<file path="src/hw/rtl/cpr_pkg.sv">
// ----------------------------------------------------------------------------
// cpr_pkg
// Shared types and constants for the clock page replacement block.
// ----------------------------------------------------------------------------
package cpr_pkg;

   localparam int MAX_FRAMES_DEF = 8;
   localparam int PAGE_BITS_DEF  = 16;

   localparam int PAGE_W = 16;
   localparam int SLOT_W = 3;
   localparam int CNT_W  = 32;
   localparam int CSR_W  = 4;

   localparam logic [CSR_W-1:0] CSR_RESET = 4'd4;

   // commands from the controller to the datapath
   typedef struct packed {
      logic load;
      logic do_hit;
      logic do_fill;
      logic sweep_init;
      logic sweep_step;
      logic do_evict;
   } cmd_type;

   // status from the datapath to the controller
   typedef struct packed {
      logic hit;
      logic empty_found;
      logic ref_at_hand;
   } status_type;

endpackage

</file>
<file path="src/hw/rtl/clock_page_replacement.sv">
// ----------------------------------------------------------------------------
// clock_page_replacement
// Second-chance page replacement over a small table of frames.
// ----------------------------------------------------------------------------
// A reference is taken when start is high and busy is low. A hit or a fill of
// an empty frame passes LOOKUP and the rsp_valid register before the rsp_valid
// strobe. When all frames in use are full, the clock hand sweeps one frame per
// cycle in the SWEEP state, clearing set reference bits, and evicts at the
// first clear bit; it clears at most as many bits as there are frames in use.
// rsp_valid is high for exactly one cycle and the receiver cannot stall it;
// the result fields are only meaningful in that cycle, except the hit and
// miss totals, which always show the current counts. The frame count register
// is written through csr_valid / csr_ready, ready only while the block is idle.
module clock_page_replacement #(
   parameter int MAX_FRAMES = cpr_pkg::MAX_FRAMES_DEF,
   parameter int PAGE_BITS  = cpr_pkg::PAGE_BITS_DEF
) (
   input  logic                       clock,
   input  logic                       reset,
   input  logic                       start,
   output logic                       busy,
   input  logic [cpr_pkg::PAGE_W-1:0] req_page_number,
   output logic                       rsp_valid,
   output logic                       rsp_hit,
   output logic [cpr_pkg::SLOT_W-1:0] rsp_frame_slot,
   output logic                       rsp_evicted_valid,
   output logic [cpr_pkg::PAGE_W-1:0] rsp_evicted_page,
   output logic [cpr_pkg::CNT_W-1:0]  rsp_hit_total,
   output logic [cpr_pkg::CNT_W-1:0]  rsp_miss_total,
   input  logic                       csr_valid,
   output logic                       csr_ready,
   input  logic [cpr_pkg::CSR_W-1:0]  csr_data
);
   import cpr_pkg::*;

   cmd_type    cmd;
   status_type status;

   assign csr_ready = !busy;

   cpr_ctrl u_ctrl (
      .clock     (clock),
      .reset     (reset),
      .start     (start),
      .status    (status),
      .cmd       (cmd),
      .busy      (busy),
      .rsp_valid (rsp_valid)
   );

   cpr_dp #(
      .MAX_FRAMES (MAX_FRAMES),
      .PAGE_BITS  (PAGE_BITS)
   ) u_dp (
      .clock             (clock),
      .reset             (reset),
      .cmd               (cmd),
      .status            (status),
      .csr_write         (csr_valid && csr_ready),
      .csr_data          (csr_data),
      .page_number       (req_page_number),
      .rsp_hit           (rsp_hit),
      .rsp_frame_slot    (rsp_frame_slot),
      .rsp_evicted_valid (rsp_evicted_valid),
      .rsp_evicted_page  (rsp_evicted_page),
      .rsp_hit_total     (rsp_hit_total),
      .rsp_miss_total    (rsp_miss_total)
   );

   // a transaction always ends with the block idle again
   assert property (@(posedge clock) disable iff (reset) rsp_valid |-> !busy)
      else $error("result strobe while busy");

   // a result only follows a cycle of work
   assert property (@(posedge clock) disable iff (reset) rsp_valid |-> $past(busy))
      else $error("result strobe without a preceding transaction");

   assert property (@(posedge clock) disable iff (reset)
      (start && !busy) |=> busy)
      else $error("accepted transaction did not start");

   // an eviction is always a miss, and a hit is always counted
   assert property (@(posedge clock) disable iff (reset)
      (rsp_valid && rsp_evicted_valid) |-> (!rsp_hit && rsp_miss_total != '0))
      else $error("eviction reported on a hit");

   assert property (@(posedge clock) disable iff (reset)
      (rsp_valid && rsp_hit) |-> (rsp_hit_total != '0))
      else $error("hit not counted");

endmodule

</file>
<file path="src/hw/rtl/cpr_ctrl.sv">
// ----------------------------------------------------------------------------
// cpr_ctrl
// Sequencer: lookup, optional hand sweep, then one result strobe.
// ----------------------------------------------------------------------------
module cpr_ctrl (
   input  logic                clock,
   input  logic                reset,
   input  logic                start,
   input  cpr_pkg::status_type status,
   output cpr_pkg::cmd_type    cmd,
   output logic                busy,
   output logic                rsp_valid
);
   import cpr_pkg::*;

   typedef enum logic [1:0] {
      IDLE,
      LOOKUP,
      SWEEP
   } state_type;

   state_type state_ff, state_in;
   logic      rsp_valid_ff, rsp_valid_in;

   always_comb begin
      cmd          = '0;
      state_in     = state_ff;
      rsp_valid_in = 1'b0;
      unique case (state_ff)
         IDLE: begin
            if (start) begin
               cmd.load = 1'b1;
               state_in = LOOKUP;
            end
         end
         LOOKUP: begin
            if (status.hit) begin
               cmd.do_hit   = 1'b1;
               rsp_valid_in = 1'b1;
               state_in     = IDLE;
            end else if (status.empty_found) begin
               cmd.do_fill  = 1'b1;
               rsp_valid_in = 1'b1;
               state_in     = IDLE;
            end else begin
               cmd.sweep_init = 1'b1;
               state_in       = SWEEP;
            end
         end
         SWEEP: begin
            // second chance: clear and move on until a clear bit is found
            if (status.ref_at_hand) begin
               cmd.sweep_step = 1'b1;
            end else begin
               cmd.do_evict = 1'b1;
               rsp_valid_in = 1'b1;
               state_in     = IDLE;
            end
         end
         default: begin
            state_in = IDLE;
         end
      endcase
   end

   always_ff @(posedge clock) begin
      if (reset) begin
         state_ff     <= IDLE;
         rsp_valid_ff <= 1'b0;
      end else begin
         state_ff     <= state_in;
         rsp_valid_ff <= rsp_valid_in;
      end
   end

   assign busy      = (state_ff != IDLE);
   assign rsp_valid = rsp_valid_ff;

endmodule

</file>
<file path="src/hw/rtl/cpr_dp.sv">
// ----------------------------------------------------------------------------
// cpr_dp
// Frame table, clock hand, counters, frame count register and result registers.
// ----------------------------------------------------------------------------
module cpr_dp #(
   parameter int MAX_FRAMES = cpr_pkg::MAX_FRAMES_DEF,
   parameter int PAGE_BITS  = cpr_pkg::PAGE_BITS_DEF
) (
   input  logic                       clock,
   input  logic                       reset,
   input  cpr_pkg::cmd_type           cmd,
   output cpr_pkg::status_type        status,
   input  logic                       csr_write,
   input  logic [cpr_pkg::CSR_W-1:0]  csr_data,
   input  logic [cpr_pkg::PAGE_W-1:0] page_number,
   output logic                       rsp_hit,
   output logic [cpr_pkg::SLOT_W-1:0] rsp_frame_slot,
   output logic                       rsp_evicted_valid,
   output logic [cpr_pkg::PAGE_W-1:0] rsp_evicted_page,
   output logic [cpr_pkg::CNT_W-1:0]  rsp_hit_total,
   output logic [cpr_pkg::CNT_W-1:0]  rsp_miss_total
);
   import cpr_pkg::*;

   localparam int SW   = (MAX_FRAMES > 1) ? $clog2(MAX_FRAMES) : 1;
   localparam int PW   = (PAGE_BITS < PAGE_W) ? PAGE_BITS : PAGE_W;
   localparam int CMPW = (SW + 1 > CSR_W) ? SW + 1 : CSR_W;

   logic [MAX_FRAMES-1:0] valid_ff;
   logic [MAX_FRAMES-1:0] ref_ff;
   logic [PW-1:0]         frame_page_ff [MAX_FRAMES];
   logic [PW-1:0]         page_ff;
   logic [SW-1:0]         hand_ff;
   logic [CNT_W-1:0]      hit_cnt_ff;
   logic [CNT_W-1:0]      miss_cnt_ff;
   logic [CSR_W-1:0]      fiu_ff;

   logic                  hit_ff;
   logic [SW-1:0]         slot_ff;
   logic                  evicted_ff;
   logic [PW-1:0]         evicted_page_ff;

   logic [CSR_W-1:0]      n_active;
   logic [MAX_FRAMES-1:0] in_range;
   logic [MAX_FRAMES-1:0] match;
   logic [MAX_FRAMES-1:0] empty;
   logic [SW-1:0]         match_idx;
   logic [SW-1:0]         empty_idx;
   logic [SW-1:0]         hand_next;
   logic [SW-1:0]         hand_start;

   // out-of-range frame counts clamp to one and to the table size
   always_comb begin
      if (fiu_ff == '0) begin
         n_active = CSR_W'(1);
      end else if (int'(fiu_ff) > MAX_FRAMES) begin
         n_active = CSR_W'(MAX_FRAMES);
      end else begin
         n_active = fiu_ff;
      end
   end

   // parallel match and lowest empty frame
   always_comb begin
      match_idx = '0;
      empty_idx = '0;
      for (int i = 0; i < MAX_FRAMES; i++) begin
         in_range[i] = (i < int'(n_active));
         match[i]    = in_range[i] && valid_ff[i] && (frame_page_ff[i] == page_ff);
         empty[i]    = in_range[i] && !valid_ff[i];
      end
      for (int i = MAX_FRAMES - 1; i >= 0; i--) begin
         if (match[i]) begin
            match_idx = SW'(i);
         end
         if (empty[i]) begin
            empty_idx = SW'(i);
         end
      end
   end

   always_comb begin
      hand_next  = (CMPW'(hand_ff) + CMPW'(1) >= CMPW'(n_active)) ? '0 : hand_ff + SW'(1);
      hand_start = (CMPW'(hand_ff) >= CMPW'(n_active)) ? '0 : hand_ff;
   end

   assign status.hit         = |match;
   assign status.empty_found = |empty;
   assign status.ref_at_hand = ref_ff[hand_ff];

   // control state
   always_ff @(posedge clock) begin
      if (reset) begin
         valid_ff    <= '0;
         ref_ff      <= '0;
         hand_ff     <= '0;
         hit_cnt_ff  <= '0;
         miss_cnt_ff <= '0;
         fiu_ff      <= CSR_RESET;
      end else begin
         if (csr_write) begin
            fiu_ff <= csr_data;
         end
         if (cmd.do_hit) begin
            ref_ff[match_idx] <= 1'b1;
            if (hit_cnt_ff != '1) begin
               hit_cnt_ff <= hit_cnt_ff + CNT_W'(1);
            end
         end
         if (cmd.do_fill) begin
            valid_ff[empty_idx] <= 1'b1;
            ref_ff[empty_idx]   <= 1'b1;
         end
         if (cmd.sweep_init) begin
            hand_ff <= hand_start;
         end
         if (cmd.sweep_step) begin
            ref_ff[hand_ff] <= 1'b0;
            hand_ff         <= hand_next;
         end
         if (cmd.do_evict) begin
            valid_ff[hand_ff] <= 1'b1;
            ref_ff[hand_ff]   <= 1'b1;
         end
         if ((cmd.do_fill || cmd.do_evict) && miss_cnt_ff != '1) begin
            miss_cnt_ff <= miss_cnt_ff + CNT_W'(1);
         end
      end
   end

   // payload: page table and result registers
   always_ff @(posedge clock) begin
      if (cmd.load) begin
         page_ff <= page_number[PW-1:0];
      end
      if (cmd.do_hit) begin
         hit_ff          <= 1'b1;
         slot_ff         <= match_idx;
         evicted_ff      <= 1'b0;
         evicted_page_ff <= '0;
      end
      if (cmd.do_fill) begin
         frame_page_ff[empty_idx] <= page_ff;
         hit_ff                   <= 1'b0;
         slot_ff                  <= empty_idx;
         evicted_ff               <= 1'b0;
         evicted_page_ff          <= '0;
      end
      if (cmd.do_evict) begin
         frame_page_ff[hand_ff] <= page_ff;
         hit_ff                 <= 1'b0;
         slot_ff                <= hand_ff;
         evicted_ff             <= 1'b1;
         evicted_page_ff        <= frame_page_ff[hand_ff];
      end
   end

   assign rsp_hit           = hit_ff;
   assign rsp_frame_slot    = SLOT_W'(slot_ff);
   assign rsp_evicted_valid = evicted_ff;
   assign rsp_evicted_page  = PAGE_W'(evicted_page_ff);
   assign rsp_hit_total     = hit_cnt_ff;
   assign rsp_miss_total    = miss_cnt_ff;

endmodule

</file>
<file path="config.mk">
export PLATFORM = sky130hd
export DESIGN_NAME = clock_page_replacement
export DESIGN_NICKNAME = d
export VERILOG_FILES = /design/src/hw/rtl/cpr_pkg.sv /design/src/hw/rtl/clock_page_replacement.sv /design/src/hw/rtl/cpr_ctrl.sv /design/src/hw/rtl/cpr_dp.sv
export SDC_FILE = /design/constraint.sdc
export NUM_CORES = 1
export LEC_CHECK = 0
export BUFFER_PORTS_ARGS = -buffer_cell sky130_fd_sc_hd__buf_2
export CORE_UTILIZATION = 39
export CTS_CLUSTER_DIAMETER = 60
export DETAILED_ROUTE_END_ITERATION = 10
export PLACE_DENSITY = 0.64
export SYNTH_ARGS = -nofsm -noshare
export SYNTH_HDL_FRONTEND = slang
export SYNTH_SLANG_ARGS = --single-unit
export TNS_END_PERCENT = 30
</file>
<file path="constraint.sdc">
create_clock -name clock -period 5.4 [get_ports clock]
set_input_delay 0.27 -clock clock [delete_from_list [all_inputs] [get_ports clock]]
set_output_delay 0.27 -clock clock [all_outputs]
set_load 0.005 [all_outputs]
</file>
# ---- Word-level counts from Yosys, hierarchy flattened
# Memories as Yosys holds them, arrays and structs flattened. A register that Yosys moved wholly into a read port is not among the register bits.
# Cells that the tools add are included.
dict set report totals {
  memories 1
  regBits 127
  input_bits 24
  romBits 0
  output_inout_bits 88
  wordCells 183
  latchBits 0
  mem_bits_rw 128
}
dict set report op_classes {
  add_sub_neg 4
  bitwise_logic 7
  n_mul 0
  magnitude_cmp 17
  reduce_logical 53
  mux 74
  shifts 0
  div_mod_pow 0
  n_eq_ne 14
}
# memory depth word_bits read_ports rd_clocked_by_memory_dff write_ports line
set memory_table {}
lappend memory_table {u_dp.frame_page_ff 8 16 9 1 1 cpr_dp.sv:31} ;# logic [PW-1:0] frame_page_ff [MAX_FRAMES];
# operator n
set op_table {}
lappend op_table {{equality test 16 bit} 8}
lappend op_table {{2-to-1 mux 3 bit} 27}
lappend op_table {{2-to-1 mux 8 bit} 10}
lappend op_table {{adder 32 x 1 -> 32 bit, second input constant} 2}
lappend op_table {{2-to-1 mux 16 bit} 4}
lappend op_table {{!= test 32 bit, second input constant} 2}
lappend op_table {{bitwise OR 8 bit} 5}
lappend op_table {{logical AND 1 bit} 29}
lappend op_table {{2-to-1 mux 1 bit} 19}
lappend op_table {{less-than comparator 3 x 4 -> 1 bit, first input constant} 4}
lappend op_table {{OR reduction 16 bit} 1}
lappend op_table {{OR reduction 8 bit} 2}
lappend op_table {{less-than comparator 3 x 4 -> 1 bit, second input constant} 3}
lappend op_table {{2-to-1 mux 2 bit} 6}
lappend op_table {{demux 1 bit (select 3 bit)} 3}
lappend op_table {{>= comparator 3 x 1 -> 1 bit, second input constant} 3}
lappend op_table {{logical NOT 1 bit} 9}
lappend op_table {{bitwise AND 8 bit} 1}
lappend op_table {{less-than comparator 1 x 4 -> 1 bit, first input constant} 2}
lappend op_table {{less-than comparator 2 x 4 -> 1 bit, first input constant} 2}
lappend op_table {{2-to-1 mux 4 bit} 2}
lappend op_table {{NOT 8 bit} 1}
lappend op_table {{nonzero test 2 bit} 4}
lappend op_table {{case mux 2 bit (3 select lines)} 1}
lappend op_table {{other kinds (16)} 19}

# ---- Longest topological paths before layout
# Gate-level depths: netlist of the first run.
dict set report depth {
  depth_word 29
  mapped_depth 12
  ltp_nobuf 11
}

# ---- Hierarchy
# From an unflattened synthesis of the first run, not the netlist that was laid out.
dict set report unflattened {
  hier_cells 1093
  hier_area_um2 12615.8
}
# mod seq_area_each_um2 cells_each n_inst area_per_inst_um2
set modules_own_cells {}
lappend modules_own_cells {cpr_dp 6736.5 1063 1 12360.6}
lappend modules_own_cells {cpr_ctrl 60.1 28 1 245.2}
lappend modules_own_cells {clock_page_replacement 0.0 2 1 10.0}

# ---- Least setup slack after synthesis of the first run
# No wires, ideal clock.
dict set report synth_path {
  kind {register to register}
  from {register u_dp.page_ff[6]}
  to {memory u_dp.frame_page_ff[0][0] (netlist bit), enable pin}
  t_arrival_ps 3585
  period_less_slack_ps 3994
  stages_incl_launch_ff 11
  setup_slack_ps 1406
  setup_ps 409
  path_cell_list {edfxtp_1 buf_2 xor2_1 nor4_1 and3_1 o2bb2a_1 nand3_2 nor3_1 clkbuf_1 a31oi_1 nor3_1}
}
dict set report synth_via {
  elab_chain_cells 8
  elab_cells_between_ends 22
  cone_classes {eq/ne: 8; mux: 5; reduce/logical: 9}
}
# element line
set synth_rtl {}
lappend synth_rtl {{start: declaration} cpr_dp.sv:32} ;# logic [PW-1:0] page_ff;
lappend synth_rtl {{start signal: assignment} cpr_dp.sv:134} ;# page_ff <= page_number[PW-1:0];
lappend synth_rtl {{equality test 16 bit} cpr_dp.sv:69} ;# match[i] = in_range[i] && valid_ff[i] && (frame_page_ff[i] == page_ff);
lappend synth_rtl {{logical AND 1 bit} cpr_dp.sv:69}
lappend synth_rtl {{OR reduction 8 bit (*)} cpr_dp.sv:87} ;# assign status.hit = |match;
lappend synth_rtl {{2-to-1 mux 2 bit (*)} cpr_ctrl.sv:37} ;# if (status.hit) begin
lappend synth_rtl {{2-to-1 mux 3 bit (*)} cpr_ctrl.sv:29} ;# unique case (state_ff)
lappend synth_rtl {{2-to-1 mux 1 bit (*)} cpr_dp.sv:142} ;# if (cmd.do_fill) begin
lappend synth_rtl {{2-to-1 mux 1 bit (not written as such) (*)} cpr_dp.sv:143} ;# frame_page_ff[empty_idx] <= page_ff;
lappend synth_rtl {{2-to-1 mux 1 bit (no source line) (*)} -}
lappend synth_rtl {{end: declaration} cpr_dp.sv:31}
# Mark *: on every way between the ends. The rest lies on a longest branch, timed or not.

# ---- Worst setup path after layout of the first run
dict set report layout_path {
  from {register u_dp.page_ff[0]}
  to {memory u_dp.frame_page_ff[2][5] (netlist bit), enable pin}
}
# Same word-level chain as after synthesis.

==> impl_metrics.toml, run 1 <==
[status]
status = "finished clean"

[routing]
drc = 0
wl_per_cell_microns = 22.0
vias_per_cell = 5.79
firstDrtPassIters = 5
ant_nets = 0
drt-total-wl_mm = 38.6
num_vias = 10170
drt_iter0_markers = 802

[sta]
rsz0062_at_grt = "false"
fin_crit_sh_pct = 76.4
drv_slew = 0
max-slew-margin-rel_pct = 13.8
report.final.setup_viol = 0
tns_ps = 0
finClkSkew_ps = 25.5
post-route-min-period_ps = 4130
hold_viol_final = 0
fmax_ghz = 0.242
worstMarginPinSlew_ps = 1290
whs_ps = 40.6

[synthesis]
ys.flop_type = "edfxtp_1"
synth_edf_count = 163
synth_area_sq_mm = 0.0132
syn_inst = 1173
avgSynthCellArea_sq_um = 11.3
async_flop_share_pct = 0
yosysUniqueCellTypes = 69
synth-seq-cells = 258
ys.warnings.count = 0
synth_fp_nets = 1210
yosysSeqAreaShare_pct = 51.4

[hold_path]
hold_class = "primary input to register"

[setup_path]
path_buf_inv = 2
critPathKind = "register to register"
crit_arrival_ps = 4370
crit_fanout = 16
cp_slowest_cell = "nor2_1"
path_delay_family = "simple AND/OR/NAND/NOR gates"
cp_cell_sequence = "xor2_1, nor2_1, nand4b_1, o2bb2a_1, nand3_2, nor3_1, buf_4, a31oi_1, nor2_1, buf_4"
crit_path_end_kind = "register"
slowest_delay_ps = 810
start_kind = "register"
worstPathRequired_ps = 5640

[clock_network]
cts_buffers = 30
cts_root_buf = "clkbuf_16"
tritoncts = "done"
clk-insertion-delay-late_ps = 570
clkSlewWorstSetupHoldPaths_ps = 60
htree_num_levels = 1
cts_num_sinks = 258
clk_path_buf_depth = 3

[global_route]
overflow = 0
busiest_layer = "met2"
grt_pass1_vias = 9552
grt_use_total_pct = 22.3
grt_max_degree = 54
gr-usage-met3_pct = 4.23
gr-usage-met2_pct = 36.6
gr-usage-met1_pct = 29.3
grt_pass1_wl_mm = 58.1
antenna_found_initial = 1

[final_layout]
final_nets = 1321
n_fill_cell = 3040
drive_gt1_share_pct = 17.6
area_growth_pct = 16.2
diodes = 0

[power]
p_per_area_mw_per_mm2 = 298
power.leakage_nw = 5.25
p_total_mw = 4.57
ir_drop_v = 0.000204

[floorplanning]
die_h_microns = 186
num_rows = 67
initial_core_util_pct = 39.5
fp.coreArea_sq_mm = 0.0334
die-area_sq_mm = 0.0346
die_x_microns = 186
pin_count = 112

[flow_run]
maxCapViolations = 0

[placed_design]
dp_hpwl_mm = 27.7
port_buffers = 111
gp_congestion = 1.03
[logic make-up (layout without fill, tap and decap cells)]
kind of cell    Yosys count  after routing  synth area share [%]
fa+ha+maj                13             13                  1.23
flops                   258            258                  51.4
simple gates            416            416                  17.7
buf+inv                  96            230                  3.18
xor+xnor                130            130                  8.68
mux                      63             63                  8.10
compound gates          197            197                  9.71
[power breakdown]
| part | internal (mW) | switching [mW] |
|---|---|---|
| sequential | 2.14 | 0.0629 |
| combinational | 0.102 | 0.177 |
| clock | 1.30 | 0.801 |
[placed cells by master, fill, tap and decap left out, drive strengths merged, types with 8 or more instances in the layout]
master	netlist	final
clkinv	0	8
and3	19	19
a31oi	10	10
or3	25	25
nor2	72	72
clkbuf	39	41
a21oi	75	75
edfxtp	163	163
nand4	37	37
dfxtp	95	95
and2	12	12
nor4	38	38
or4	29	29
nor2b	18	18
ha	13	13
nor4b	9	9
o21ai	33	33
nand2b	12	12
buf	27	129
and4	8	8
o2111ai	8	8
xor2	90	90
o31ai	22	22
nand2	65	65
nand3	34	34
dlygate4sd3	0	16
mux2	11	11
xnor2	40	40
inv	30	31
nor3	25	25
mux2i	18	18
mux4	34	34
[layout make-up]
| class | instances | area [sq um] | share of cell area, % |
|---|---|---|---|
| sequential | 258 | 6800 | 44.3 |
| multi-input combinational | 819 | 6020 | 39.2 |
| timing repair buffer | 145 | 853 | 5.56 |
| clock buffer | 41 | 823 | 5.36 |
| tap | 448 | 561 | 3.65 |
| clock inverter | 14 | 190 | 1.24 |
| inverter | 30 | 113 | 0.733 |
[state kept, by name, indices dropped and copies added (netlist names), named ones only]
register / count
u_dp.rsp_miss_total: 32
u_dp.rsp_evicted_page: 16
u_dp.frame_page_ff: 128
u_dp.rsp_hit_total: 32
u_dp.fiu_ff: 4
u_ctrl.state_ff: 2
u_dp.page_ff: 16
u_dp.ref_ff: 8
u_dp.valid_ff: 8
u_dp.rsp_hit: 1
u_dp.hand_ff: 3
u_dp.rsp_evicted_valid: 1
u_ctrl.rsp_valid: 1
u_dp.rsp_frame_slot: 3
[stage by stage]
stage	setup slack [ps]	instance area, sq um	std cells	util (%)
6_report	1270	15400	1755	45.9
3_3_place_gp	1310	14200	1684	42.4
3_5_place_dp	1300	14200	1684	42.4
5_1_grt	1040	15400	1755	45.9
2_1_floorplan	1410	13200	1173	-
4_1_cts	1280	15400	1755	45.9
[synth_stat cells, types with 4 or more instances]
master     instances  share of area, %
a41o_1             5              0.38
buf_1              5              0.14
buf_2             15              0.57
inv_1             30              0.85
nand3_1           33               1.3
mux2i_1           18               1.4
nor2b_1           18              0.85
xnor2_1           39               2.6
or4_1             28               1.6
nor3b_1            4              0.23
ha_1              13               1.2
nand2b_1          12              0.57
o2111ai_1          7              0.46
a31oi_1           10              0.47
clkbuf_1          39               1.1
nand4_1           37               1.8
mux2_2             8              0.68
a31o_2             4              0.27
and2_1            11              0.52
or3_1             25               1.2
xor2_1            90               6.0
nand2_1           65               1.8
mux4_2            34               5.8
o31ai_1           22               1.3
o21ai_0           33               1.3
edfxtp_1         163                37
buf_6              4              0.34
nor4_1            37               1.8
dfxtp_1           95                14
nor4b_1            9              0.60
and4_1             8              0.53
nor3_1            25              0.95
a21oi_1           75               2.8
a211oi_1           5              0.28
nor2_1            72               2.0
and3_1            19              0.90
[metal layers]
layer,vias to the layer above,part of all wire (%)
met1,4972,42
met4,2,3.7
met3,86,8.0
met5,-,0.034
met2,415,46
li1,4695,-
[worst min-delay path: cells and delay by family]
family	cells	cell delay, ps
AOI/OAI and AO/OA	1	70
buffers and inverters	1	100
and+or+nand+nor	1	110
[what timing repair did]
action,CTS,global route
gates resized for setup,0,0
hold buffers,16,0
endpoints found under the hold margin,16,0
setup buffers,0,0
[final timing paths]
path,start,end,slack (ps),depth (start not counted)
worst min register to register,u_dp.rsp_hit$_SDFFE_PP0P_,u_dp.rsp_hit$_SDFFE_PP0P_,450,2
worst max register to register,u_dp.page_ff[0]$_DFFE_PP_,u_dp.frame_page_ff[2][5]$_DFFE_PP_,1270,10
worst max-delay path,u_dp.page_ff[0]$_DFFE_PP_,u_dp.frame_page_ff[2][5]$_DFFE_PP_,1270,10
worst min-delay path,csr_data[0],u_dp.fiu_ff[0]$_SDFFE_PP0P_,40,3
No activity file was read; power rests on OpenSTA's default activity.
==> run 2, diff against run 1 <==
- PLACE_DENSITY: 0.64 -> 0.66
- clock period: 5.4 -> 3.4 ns (I/O delays scaled with it)
==> run 2 against run 1 <==
  * Combinational power up 110%
  * Count of clock-buffer cells in the layout decreased by 1
  * Total power up 60%
  * Global-route usage grew 0.41 points
  * Critical endpoint is now u_dp.rsp_miss_total[27]$_SDFFE_PP0P_
  * Routed wire length up 1.9%
  * Die area unchanged
  * Hold slack hardly changed
  * Clock power up 58%
  * Sequential share of layout area fell by 2.4 points
  * Largest cell class unchanged
==> impl_metrics.toml, run 2 (synthesized netlist as in run 1, its figures left out) <==
[status]
status = "finished clean"

[global_route]
grt_max_degree = 51
grt_pass1_vias = 9842
grt_use_total_pct = 22.8
antenna_found_initial = 0
overflow = 0
grt_pass1_wl_mm = 58.7

[sta]
fin_crit_sh_pct = 97.0
max-slew-margin-rel_pct = 47.4
fmax_ghz = 0.303
worstMarginPinSlew_ps = 780
drv_slew = 0
rsz0062_at_grt = "true"
hold_viol_final = 0
post-route-min-period_ps = 3300
report.final.setup_viol = 0
finClkSkew_ps = 11.1
setup_ws_ps = 103

[clock_network]
clkSlewWorstSetupHoldPaths_ps = 60
htree_num_levels = 1
cts_buffers = 30
tritoncts = "done"
clk-insertion-delay-late_ps = 560
cts_num_sinks = 258
cts_root_buf = "clkbuf_16"
clk_path_buf_depth = 3

[setup_path]
r2r_slack_ps = 100
crit_top_cell = "buf_4"
worstPathRequired_ps = 3890
slowest_delay_ps = 500
crit_path_end_kind = "register"
cp_cell_sequence = "buf_4, buf_4, xor2_1, nor4_1, and3_1, o2bb2a_1, nand3_2, o31a_2, buf_12, buf_4, or4_1, a21oi_1"
critPathKind = "register to register"
crit_arrival_ps = 3780
start_kind = "register"
crit_fanout = 17
cp_slowest_cell = "edfxtp_1"

[floorplanning]
die_h_microns = 186
initial_core_util_pct = 39.5
fp.coreArea_sq_mm = 0.0334
num_rows = 67
die-area_sq_mm = 0.0346
pin_count = 112
die_x_microns = 186

[routing]
drt-total-wl_mm = 39.3
num_vias = 10527
drc = 0
wl_per_cell_microns = 21.4
vias_per_cell = 5.74
drt_iter0_markers = 788
firstDrtPassIters = 5
ant_nets = 0

[power]
p_total_mw = 7.33
power.leakage_nw = 5.70
p_per_area_mw_per_mm2 = 452
ir_drop_v = 0.000381

[placed_design]
pre_cts_slack_ps = 75.7
gp_congestion = 1.03
dpl_cell_area_sq_mm = 0.0148
port_buffers = 111
dp_hpwl_mm = 29.1

[final_layout]
drive_gt1_share_pct = 23.0
diodes = 0
final_common_cell = "edfxtp_1"
largest_reg_flops = 128
fin_area_sq_mm = 0.0162
regMostFlops = "u_dp.frame_page_ff"
final_nets = 1398
final_cell_mix = "edfxtp_1 (163), buf_2 (111), dfxtp_1 (94)"
area_growth_pct = 22.9

[flow_run]
maxCapViolations = 0

[hold_path]
hold_class = "primary input to register"
-- run 2: metrics by stage --
| step | util (%) | hold slack (ps) | std cells | TNS (ps) |
|---|---|---|---|---|
| after CTS | 48.2 | 8.49 | 1830 | 0 |
| after global placement | 44.4 | 347 | 1750 | 0 |
| final | 48.5 | 40.9 | 1833 | 0 |
| after global routing | 48.5 | 42.7 | 1833 | -6.75 |
| after floorplan | - | 269 | 1173 | -13950 |
| after detailed placement | 44.4 | 348 | 1750 | 0 |
-- run 2: metal layers --
| metal | vias to the layer above | global-route usage (%) | part of all wire (%) |
|---|---|---|---|
| li1 | 4867 | - | - |
| met1 | 5173 | 30.1 | 42 |
| met2 | 406 | 37.7 | 47 |
| met3 | 81 | 3.38 | 6.8 |
| met4 | 0 | 8.49 | 3.8 |
| met5 | - | 0 | 0 |
-- run 2: power by group --
| group | internal [mW] | switching (mW) |
|---|---|---|
| logic | 0.232 | 0.345 |
| registers | 3.39 | 0.0607 |
| clock network | 2.01 | 1.30 |
-- run 2: path summary, 6_finish.rpt --
path / startpoint / end / depth (start not counted)
worst min register to register: u_dp.rsp_hit$_SDFFE_PP0P_ / u_dp.rsp_hit$_SDFFE_PP0P_ / 2
worst min-delay path: csr_valid / u_dp.fiu_ff[2]$_SDFFE_PP1P_ / 3
worst max register to register: u_dp.page_ff[6]$_DFFE_PP_ / u_dp.rsp_miss_total[27]$_SDFFE_PP0P_ / 12
worst max-delay path: u_dp.page_ff[6]$_DFFE_PP_ / u_dp.rsp_miss_total[27]$_SDFFE_PP0P_ / 12
-- run 2: repair_timing --
item,4_1_cts,5_1_grt
setup buffers,0,3
hold buffers,24,0
gates resized for setup,0,13
endpoints found under the hold margin,21,0
setup endpoints to repair,0,157
-- run 2: final cells by class --
cell class | count | area, sq um
clock buffer | 40 | 862
inverter | 30 | 113
fill | 3022 | 17200
multi-input combinational | 819 | 6100
timing repair buffer | 222 | 1630
clock inverter | 16 | 166
sequential | 258 | 6800
tap | 448 | 561
-- run 2: critical path: cells and delay by family, from the launching register on --
kind | cells | cell delay (ps)
flip-flops | 1 | 500
buffers and inverters | 4 | 660
XOR/XNOR | 1 | 220
AO/OA/AOI/OAI | 3 | 880
AND/OR/NAND/NOR | 4 | 960
==> run 3, diff against run 2 <==
- GPL_TIMING_DRIVEN: default -> 1
- PLACE_DENSITY: 0.66 -> 0.63
==> run 3 against run 2 <==
  * Worst setup slack worse by 54 ps
  * Utilization is 0.060 points lower
  * Count of clock-buffer cells in the layout down 6
  * Design area decreased by 0.12%
  * Routed wire length down 2.6%
  * Via count decreased by 0.78%
  * Register-to-register slack worse by 50 ps
  * Cell count is 0.11% higher
  * Hold slack got worse by 15 ps
  * Global-route usage down 1.1 points
  * Sequential share of layout area up 0.052 points
  * Flip-flop and latch count is the same
==> impl_metrics.toml, run 3 (synthesized netlist as in run 1, its figures left out) <==
[sta]
fin_crit_sh_pct = 98.6
hold_viol_final = 0
max-slew-margin-rel_pct = 38.9
fmax_ghz = 0.298
rsz0062_at_grt = "false"
whs_ps = 26.3
report.final.setup_viol = 0
finClkSkew_ps = 28.7
worstMarginPinSlew_ps = 916
tns_ps = 0
drv_slew = 0
post-route-min-period_ps = 3350

[final_layout]
area_growth_pct = 22.7
multi_input_area_sq_mm = 0.00611
final_common_cell = "edfxtp_1"
n_fill_cell = 2988
drive_gt1_share_pct = 23.2
largest_reg_flops = 128
fin_area_sq_mm = 0.0162
final_cell_mix = "edfxtp_1 (163), buf_2 (110), dfxtp_1 (94)"
regMostFlops = "u_dp.frame_page_ff"
final_core_util_pct = 48.5
regArea_sq_mm = 0.00680
diodes = 0
final_nets = 1399

[routing]
drt_iter0_markers = 820
ant_nets = 0
vias_per_cell = 5.69
num_vias = 10445
drc = 0
firstDrtPassIters = 7
wl_per_cell_microns = 20.9
drt-total-wl_mm = 38.3

[setup_path]
crit_path_end_kind = "register"
crit_fanout = 10
start_kind = "register"
worstPathRequired_ps = 3700
cp_slowest_cell = "or4_4"
path_buf_inv = 4
crit_top_cell = "buf_4"
path_delay_family = "simple AND/OR/NAND/NOR gates"
slowest_delay_ps = 550
critPathKind = "register to register"
cp_cell_sequence = "buf_4, xnor2_1, or4b_1, or4_4, nand4b_4, buf_4, nor3_2, a31oi_1, buf_4, nor3_2, buf_6"
crit_arrival_ps = 3650

[flow_run]
maxCapViolations = 0

[floorplanning]
initial_core_util_pct = 39.5
die_x_microns = 186
num_rows = 67
pin_count = 112
die_h_microns = 186
die-area_sq_mm = 0.0346
fp.coreArea_sq_mm = 0.0334

[global_route]
grt_use_total_pct = 21.7
overflow = 0
grt_pass1_vias = 9762
antenna_found_initial = 0
grt_max_degree = 86
grt_pass1_wl_mm = 56.7

[placed_design]
port_buffers = 111
dpl_cell_area_sq_mm = 0.0148
dp_hpwl_mm = 27.7
gp_congestion = 0.985

[clock_network]
cts_num_sinks = 258
cts_root_buf = "clkbuf_16"
htree_num_levels = 1
clk-insertion-delay-late_ps = 570
cts_buffers = 31
clk_path_buf_depth = 3
tritoncts = "done"
clkSlewWorstSetupHoldPaths_ps = 60

[hold_path]
hold_class = "primary input to register"

[power]
p_total_mw = 7.44
ir_drop_v = 0.000386
p_per_area_mw_per_mm2 = 459
power.leakage_nw = 5.70

[status]
status = "finished clean"
-- run 3: through the flow --
| stage | worst slack, ps | std cells |
|---|---|---|
| final | 49.2 | 1835 |
| after global routing | 3.26 | 1835 |
| after CTS | 26.9 | 1828 |
| after detailed placement | 35.5 | 1745 |
| after global placement | 65.7 | 1745 |
| after floorplan | -128 | 1173 |
-- run 3: report_power, final --
group	internal (mW)	switching, mW
Combinational	0.227	0.350
Clock	2.06	1.36
Sequential	3.39	0.0475
-- run 3: cell type report --
class                           instances  share of cell area [%]
Sequential cell                       258                    41.9
Inverter                               30                   0.695
Tap cell                              448                    3.46
Multi-Input combinational cell        820                    37.7
Timing Repair Buffer                  221                    9.64
Clock buffer                           34                    4.85
Clock inverter                         24                    1.73
-- run 3: worst min-delay path, delay by kind of cell --
kind | cells | cell delay, ps
compound gates | 1 | 100
simple gates | 1 | 180
buf+inv | 1 | 120
-- run 3: repair_timing --
item	4_1_cts	5_1_grt
hold buffers	25	0
endpoints found under the setup margin	0	145
buffers inserted	0	6
gates resized for setup	0	14
hold endpoints to repair	21	0
-- run 3: final timing paths --
| check | startpoint | to | slack, ps | cells past startpoint |
|---|---|---|---|---|
| max | u_dp.page_ff[4]$_DFFE_PP_ | u_dp.frame_page_ff[0][8]$_DFFE_PP_ | 50 | 11 |
| min | csr_valid | u_dp.fiu_ff[2]$_SDFFE_PP1P_ | 30 | 3 |
| max reg2reg | u_dp.page_ff[4]$_DFFE_PP_ | u_dp.frame_page_ff[0][8]$_DFFE_PP_ | 50 | 11 |
| min reg2reg | u_dp.rsp_evicted_valid$_SDFFE_PP1P_ | u_dp.rsp_evicted_valid$_SDFFE_PP1P_ | 450 | 2 |
-- run 3: metal layers --
layer	wire [microns]	GRT usage, %	share of wire [%]
met1	16500	28.9	43
met2	18100	35.9	47
met3	2510	3.40	6.6
met4	1170	7.21	3.1
met5	0	0	0
